`config.mk`:
```
export PLATFORM = sky130hd
export DESIGN_NAME = smhl_ctrl
export DESIGN_NICKNAME = d
export VERILOG_FILES = /design/src/sv/assert_macros.svh /design/src/sv/smhl_pkg.sv /design/src/sv/smhl_ctrl.sv
export SDC_FILE = /design/constraint.sdc
export NUM_CORES = 1
export LEC_CHECK = 0
export ABC_AREA = 1
export BUFFER_PORTS_ARGS = -buffer_cell sky130_fd_sc_hd__buf_2
export CAP_MARGIN = 20
export CORE_MARGIN = 5
export CORE_UTILIZATION = 58
export CTS_BUF_LIST = sky130_fd_sc_hd__clkbuf_8
export DETAILED_ROUTE_END_ITERATION = 8
export PLACE_DENSITY = 0.87
export SLEW_MARGIN = 10
export SYNTH_ARGS = -nofsm -noshare
export SYNTH_HDL_FRONTEND = slang
export SYNTH_SLANG_ARGS = --single-unit
```
`constraint.sdc`:
```
create_clock -name aclk -period 2.93 [get_ports aclk]
set_clock_uncertainty 0.05 [all_clocks]
set_input_delay 0.4395 -clock aclk [delete_from_list [all_inputs] [get_ports aclk]]
set_output_delay 0.4395 -clock aclk [all_outputs]
set_load 0.05 [all_outputs]
```
`src/sv/assert_macros.svh`:
```
// ---------------------------------------------------------------------------
// Assertion macros
// Shorthand for clocked implication checks, disabled while reset is held.
// ---------------------------------------------------------------------------
`ifndef ASSERT_MACROS_SVH
`define ASSERT_MACROS_SVH

// Consequent checked in the same cycle as the antecedent.
`define SMHL_ASSERT_SAME(lbl, clk, rstn, ante, cons) \
    lbl: assert property (@(posedge clk) disable iff (!(rstn)) (ante) |-> (cons)) \
        else $error("assertion failed");

// Consequent checked in the cycle after the antecedent.
`define SMHL_ASSERT_NEXT(lbl, clk, rstn, ante, cons) \
    lbl: assert property (@(posedge clk) disable iff (!(rstn)) (ante) |=> (cons)) \
        else $error("assertion failed");

`endif

```
`src/sv/smhl_pkg.sv`:
```
// ---------------------------------------------------------------------------
// smhl_pkg
// Shared constants, codes and control structures of the sector map lookup.
// ---------------------------------------------------------------------------
`timescale 1ns / 1ps
`default_nettype none

package smhl_pkg;

    localparam int unsigned BUCKETS_DEF = 997;
    localparam int unsigned ENTRIES_DEF = 4096;

    localparam int unsigned KEY_W    = 32;
    localparam int unsigned OP_W     = 2;
    localparam int unsigned STATUS_W = 2;

    typedef enum logic [OP_W-1:0] {
        OP_CLEAR  = 2'd0,
        OP_INSERT = 2'd1,
        OP_LOOKUP = 2'd2,
        OP_NONE   = 2'd3
    } op_t;

    localparam logic [STATUS_W-1:0] ST_OK   = 2'd0;
    localparam logic [STATUS_W-1:0] ST_MISS = 2'd1;
    localparam logic [STATUS_W-1:0] ST_FULL = 2'd2;

    typedef enum logic [2:0] {
        RES_OK,
        RES_INSERTED,
        RES_FOUND,
        RES_MISS,
        RES_FULL
    } res_t;

    typedef struct packed {
        logic load_in;
        logic mod_start;
        logic sweep_step;
        logic count_clear;
        logic head_rd;
        logic ent_rd_head;
        logic ent_rd_link;
        logic insert_wr;
        logic res_load;
        res_t res_sel;
    } cmd_t;

    typedef struct packed {
        op_t  in_op;
        logic full;
        logic mod_done;
        logic sweep_last;
        logic head_end;
        logic key_match;
        logic link_end;
    } stat_t;

endpackage

`default_nettype wire

```
`src/sv/smhl_ctrl.sv`:
```
// ---------------------------------------------------------------------------
// smhl_ctrl
// Operation sequencer: sweep, remainder, head read, chain walk and result.
// ---------------------------------------------------------------------------
`timescale 1ns / 1ps
`default_nettype none

module smhl_ctrl (
    input  wire logic            aclk,
    input  wire logic            aresetn,
    input  wire logic            s_tvalid,
    output logic                 s_tready,
    output logic                 m_tvalid,
    input  wire logic            m_tready,
    input  wire smhl_pkg::stat_t stat,
    output smhl_pkg::cmd_t       cmd
);

    typedef enum logic [6:0] {
        S_INIT  = 7'b0000001,
        S_IDLE  = 7'b0000010,
        S_CLEAR = 7'b0000100,
        S_MOD   = 7'b0001000,
        S_HCHK  = 7'b0010000,
        S_ECHK  = 7'b0100000,
        S_DONE  = 7'b1000000
    } state_t;

    state_t            state_reg, state_next;
    smhl_pkg::res_t    res_reg, res_next;
    smhl_pkg::op_t     op_reg, op_next;
    logic              out_valid_reg, out_valid_next;

    assign s_tready = (state_reg == S_IDLE);
    assign m_tvalid = out_valid_reg;

    always_comb begin
        cmd            = '0;
        state_next     = state_reg;
        res_next       = res_reg;
        op_next        = op_reg;
        out_valid_next = out_valid_reg && !m_tready;

        case (state_reg)
            S_INIT: begin
                cmd.sweep_step = 1'b1;
                if (stat.sweep_last) begin
                    state_next = S_IDLE;
                end
            end
            S_IDLE: begin
                if (s_tvalid) begin
                    cmd.load_in = 1'b1;
                    op_next     = stat.in_op;
                    case (stat.in_op)
                        smhl_pkg::OP_CLEAR: begin
                            cmd.count_clear = 1'b1;
                            res_next        = smhl_pkg::RES_OK;
                            state_next      = S_CLEAR;
                        end
                        smhl_pkg::OP_INSERT: begin
                            if (stat.full) begin
                                res_next   = smhl_pkg::RES_FULL;
                                state_next = S_DONE;
                            end else begin
                                cmd.mod_start = 1'b1;
                                state_next    = S_MOD;
                            end
                        end
                        smhl_pkg::OP_LOOKUP: begin
                            cmd.mod_start = 1'b1;
                            state_next    = S_MOD;
                        end
                        default: begin
                            res_next   = smhl_pkg::RES_OK;
                            state_next = S_DONE;
                        end
                    endcase
                end
            end
            S_CLEAR: begin
                cmd.sweep_step = 1'b1;
                if (stat.sweep_last) begin
                    state_next = S_DONE;
                end
            end
            S_MOD: begin
                if (stat.mod_done) begin
                    cmd.head_rd = 1'b1;
                    state_next  = S_HCHK;
                end
            end
            S_HCHK: begin
                if (op_reg == smhl_pkg::OP_INSERT) begin
                    cmd.insert_wr = 1'b1;
                    res_next      = smhl_pkg::RES_INSERTED;
                    state_next    = S_DONE;
                end else if (stat.head_end) begin
                    res_next   = smhl_pkg::RES_MISS;
                    state_next = S_DONE;
                end else begin
                    cmd.ent_rd_head = 1'b1;
                    state_next      = S_ECHK;
                end
            end
            S_ECHK: begin
                // Each mismatch issues the read of the next link straight away.
                if (stat.key_match) begin
                    res_next   = smhl_pkg::RES_FOUND;
                    state_next = S_DONE;
                end else if (stat.link_end) begin
                    res_next   = smhl_pkg::RES_MISS;
                    state_next = S_DONE;
                end else begin
                    cmd.ent_rd_link = 1'b1;
                end
            end
            S_DONE: begin
                if (!out_valid_reg || m_tready) begin
                    cmd.res_load   = 1'b1;
                    out_valid_next = 1'b1;
                    state_next     = S_IDLE;
                end
            end
            default: begin
                state_next = S_IDLE;
            end
        endcase

        cmd.res_sel = res_reg;
    end

    always_ff @(posedge aclk) begin
        if (!aresetn) begin
            state_reg     <= S_INIT;
            res_reg       <= smhl_pkg::RES_OK;
            op_reg        <= smhl_pkg::OP_NONE;
            out_valid_reg <= 1'b0;
        end else begin
            state_reg     <= state_next;
            res_reg       <= res_next;
            op_reg        <= op_next;
            out_valid_reg <= out_valid_next;
        end
    end

endmodule

`default_nettype wire

```
; ---- Word-level counts from Yosys, hierarchy flattened
; Cells that the tools add are included.
; Widths: inputs -> output; s select.
[totals]
reg_bits = 13
inputBits = 12
out_inout_bits = 14
wordCells = 75
[op_classes]
reduce_logical = 10
mux = 42
n_eq_ne = 19
[op_table]
columns = op, n
row1 = $mux 7, 10
row2 = $pmux 7 s7, 1
row3 = $pmux 7 s3, 1
row4 = $mux 1, 19
row5 = $mux 3, 6
row6 = $ne 2x2->1 const B, 6
row7 = $reduce_and 6->1, 2
row8 = $ne 3x3->1 const B, 3
row9 = $pmux 3 s3, 1
row10 = $eq 7x1->1 const B, 1
row11 = $eq 7x2->1 const B, 1
row12 = $eq 7x3->1 const B, 1
row13 = $eq 7x4->1 const B, 1
row14 = $eq 7x5->1 const B, 1
row15 = $eq 7x6->1 const B, 1
row16 = $eq 7x7->1 const B, 1
row17 = $pmux 3 s2, 1
row18 = $eq 2x1->1 const B, 2
row19 = $mux 2, 2
row20 = $reduce_bool 3->1, 1
row21 = $eq 2x2->1 const B, 1
row22 = $logic_not 1->1, 2
row23 = $logic_not 2->1, 1
row24 = $pmux 1 s2, 1
row25 = other kinds (4), 4

; ---- Longest topological paths before layout
[depth]
word_depth = 4
depth_mapped = 10
ltp_nobuf = 10

; ---- Worst setup path after synthesis
; Ideal clock, no wire load.
[synth_path]
path_kind = register to output
from = register state_reg[1]
to = output cmd[10] in the netlist's numbering
required_ps = 2441
t_arrival_ps = 1816
path_slack_ps = 624
stages_incl_launch_ff = 7
n_path_buf = 0
path_cell_list = dfxtp_1 -> nand2_2 -> nor2_4 -> nand2_4 -> nor2_4 -> inv_1 -> nor2_1
[synth_lines]
columns = element, line
row1 = "start, declared", smhl_ctrl.sv:29  ; state_t state_reg, state_next;
row2 = "start signal, assigned", smhl_ctrl.sv:140  ; state_reg <= state_next;
row3 = "end, declared", smhl_ctrl.sv:16  ; output smhl_pkg::cmd_t cmd

==> flow_summary.ini <==
[timing]
setup_tns_ns = 0
rsz0062_at_grt = no
setup_ws_ns = 0.801
fmax_ghz = 0.470
worst_pin_slew_ns = 0.287
fin_crit_ns = 2.13
relSlewSlack_pct = 80.7
fin_crit_sh_pct = 72.7
setup_viol = 0
hold_viol = 0
slew_viol_final = 0

[setup_path]
crit_fanout = 7
critPathCaptureType = output pin
worstSetupPathType = reg -> out
required_ns = 2.44
reg2reg_slack_ns = 1.53
crit_arrival_ns = 1.64
startpoint_type = flop

[cells_and_area]
final_common_cell = nand2_1
synthToLayoutAreaGrowth_pct = 19.1
most-common-layout-cells = nand2_1, nor2_1, buf_2
num_antenna_cells = 0
largest_reg_flops = 7
nets = 206
drive_above_1_share_pct = 28.6

[floorplan]
initial_core_util_pct = 60.2
pin_count = 26
die_y_um = 52.1
placeableCoreArea_um2 = 1710
row_count = 15
die_area_um2 = 2720
fp.dieW_um = 52.1

[global_route]
top_usage_layer = met2
grt_max_degree = 11
met2_usage_pct = 34.1
use_met3_pct = 3.72
grt.met1_usage_pct = 22.0
grt_pass1_vias = 954
track_usage_pct = 19.1
grt_pass1_wl_mm = 3.86
antenna_found_initial = 0
grt.overflow.total = 0

[power_and_ir_drop]
p_clk_share_pct = 23.8
p_per_area_nw_per_um2 = 539
p_sw_share_pct = 43.1
seqPwrFrac_pct = 33.4
total_power_uw = 661
peakVddDrop_uv = 357
combPwrFrac_pct = 42.8
intPower_uw = 376
leakage_uw = 0.000688
p_switching_uw = 285

[detailed_routing]
antenna_left = 0
wl_per_cell_um = 10.6
drt_first_iter_violations = 35
firstDrtPassIters = 5
drc = 0
via_per_inst = 5.01
routed_wl_mm = 2.27
num_vias = 1073

[yosys]
netlist_area_um2 = 1030
ys_warn_count = 0
syn_inst = 161
synth.avg_cell_area_um2 = 6.39
ys_seq_elements = 13
synth_nets = 177
synth_cell_types = 17
ys_seq_area_share_pct = 25.3

[clock_network]
cts-resized-gates = 0
cts_setup_buffers = 0
cts_root_buf = clkbuf_8
numCtsBuffers = 3
cts.htree.levels = 1
cts_buffer_depth = 2
tritoncts = yes
hold_buffers = 0
cts.reportedPaths.clkPinSlew_ns = 0.06
clk_latency_ns = 0.25
cts_sinks = 13

[placement]
gp_congestion = 0.762
place_hpwl_mm = 1.85
place_ws_ns = 0.932
io_buffer_count = 25

[flow_run]
drv_cap = 0

[hold_path]
hold_path.class = in -> reg

[outcome]
status = complete, no violations
## synth_stat cells, drive strengths merged
master	instances	area [µm²]
inv	29	109
nor3	3	15.0
buf	1	5.00
dfxtp	13	260
nand3	23	125
nand2	36	170
a21o	1	7.51
ha	4	50.1
o211ai	3	22.5
a21oi	7	35.0
nor2	41	229
## final cells by class
cell class,count,area [µm²]
inverter,29,109
timing repair buffer,25,125
sequential,13,260
fill,150,483
clock buffer,3,41.3
clock inverter,1,3.75
tap,25,31.3
multi-input combinational,118,654
## power by group through the flow
stage	Sequential [µW]	Clock (µW)	Combinational, µW
after floorplan	241	0	211
after global routing	224	169	313
after detailed placement	224	0	281
after CTS	221	158	284
after global placement	223	0	276
final	221	157	282
## worst paths after layout
| path | end | start | cells past startpoint |
|---|---|---|---|
| hold / removal | state_reg[4]$_SDFFE_PN0P_ | stat[4] | 3 |
| setup / recovery | cmd[8] | state_reg[6]$_SDFFE_PN0P_ | 8 |
| hold reg to reg | op_reg[0]$_SDFFE_PN1P_ | op_reg[0]$_SDFFE_PN1P_ | 2 |
| setup reg to reg | res_reg[1]$_SDFFE_PN0P_ | state_reg[2]$_SDFFE_PN0P_ | 8 |
## worst max-delay path, stage by stage, from the launching register on
cell	delay, ns
dfxtp_1	0.31
inv_1	0.08
nand2_1	0.09
nor2_4	0.20
nand2_4	0.11
nor2_4	0.13
inv_1	0.09
nor2_1	0.10
buf_2	0.27
## per-layer routing
layer | part of all wire (%) | vias up
met2 | 49 | 38
met3 | 7.8 | 5
li1 | - | 555
met5 | 0 | -
met4 | 1.8 | 0
met1 | 41 | 475
## per-stage QoR
step | hold slack, ns | area, µm² | util (%) | instances
finish | 0.424 | 1220 | 71.7 | 214
detailed placement | 0.413 | 1180 | 69.1 | 210
global route | 0.446 | 1220 | 71.7 | 214
global placement | 0.414 | 1180 | 69.1 | 210
floorplan | 0.396 | 1030 | - | 161
CTS | 0.427 | 1220 | 71.7 | 214
## cell families after synthesis
group | synth area share [%]
DFF | 25.3
adders and majority gates | 4.87
and+or+nand+nor | 52.4
AOI/OAI and AO/OA | 6.33
buffers and inverters | 11.1
Note: power is estimated with default switching activity, not from simulation.
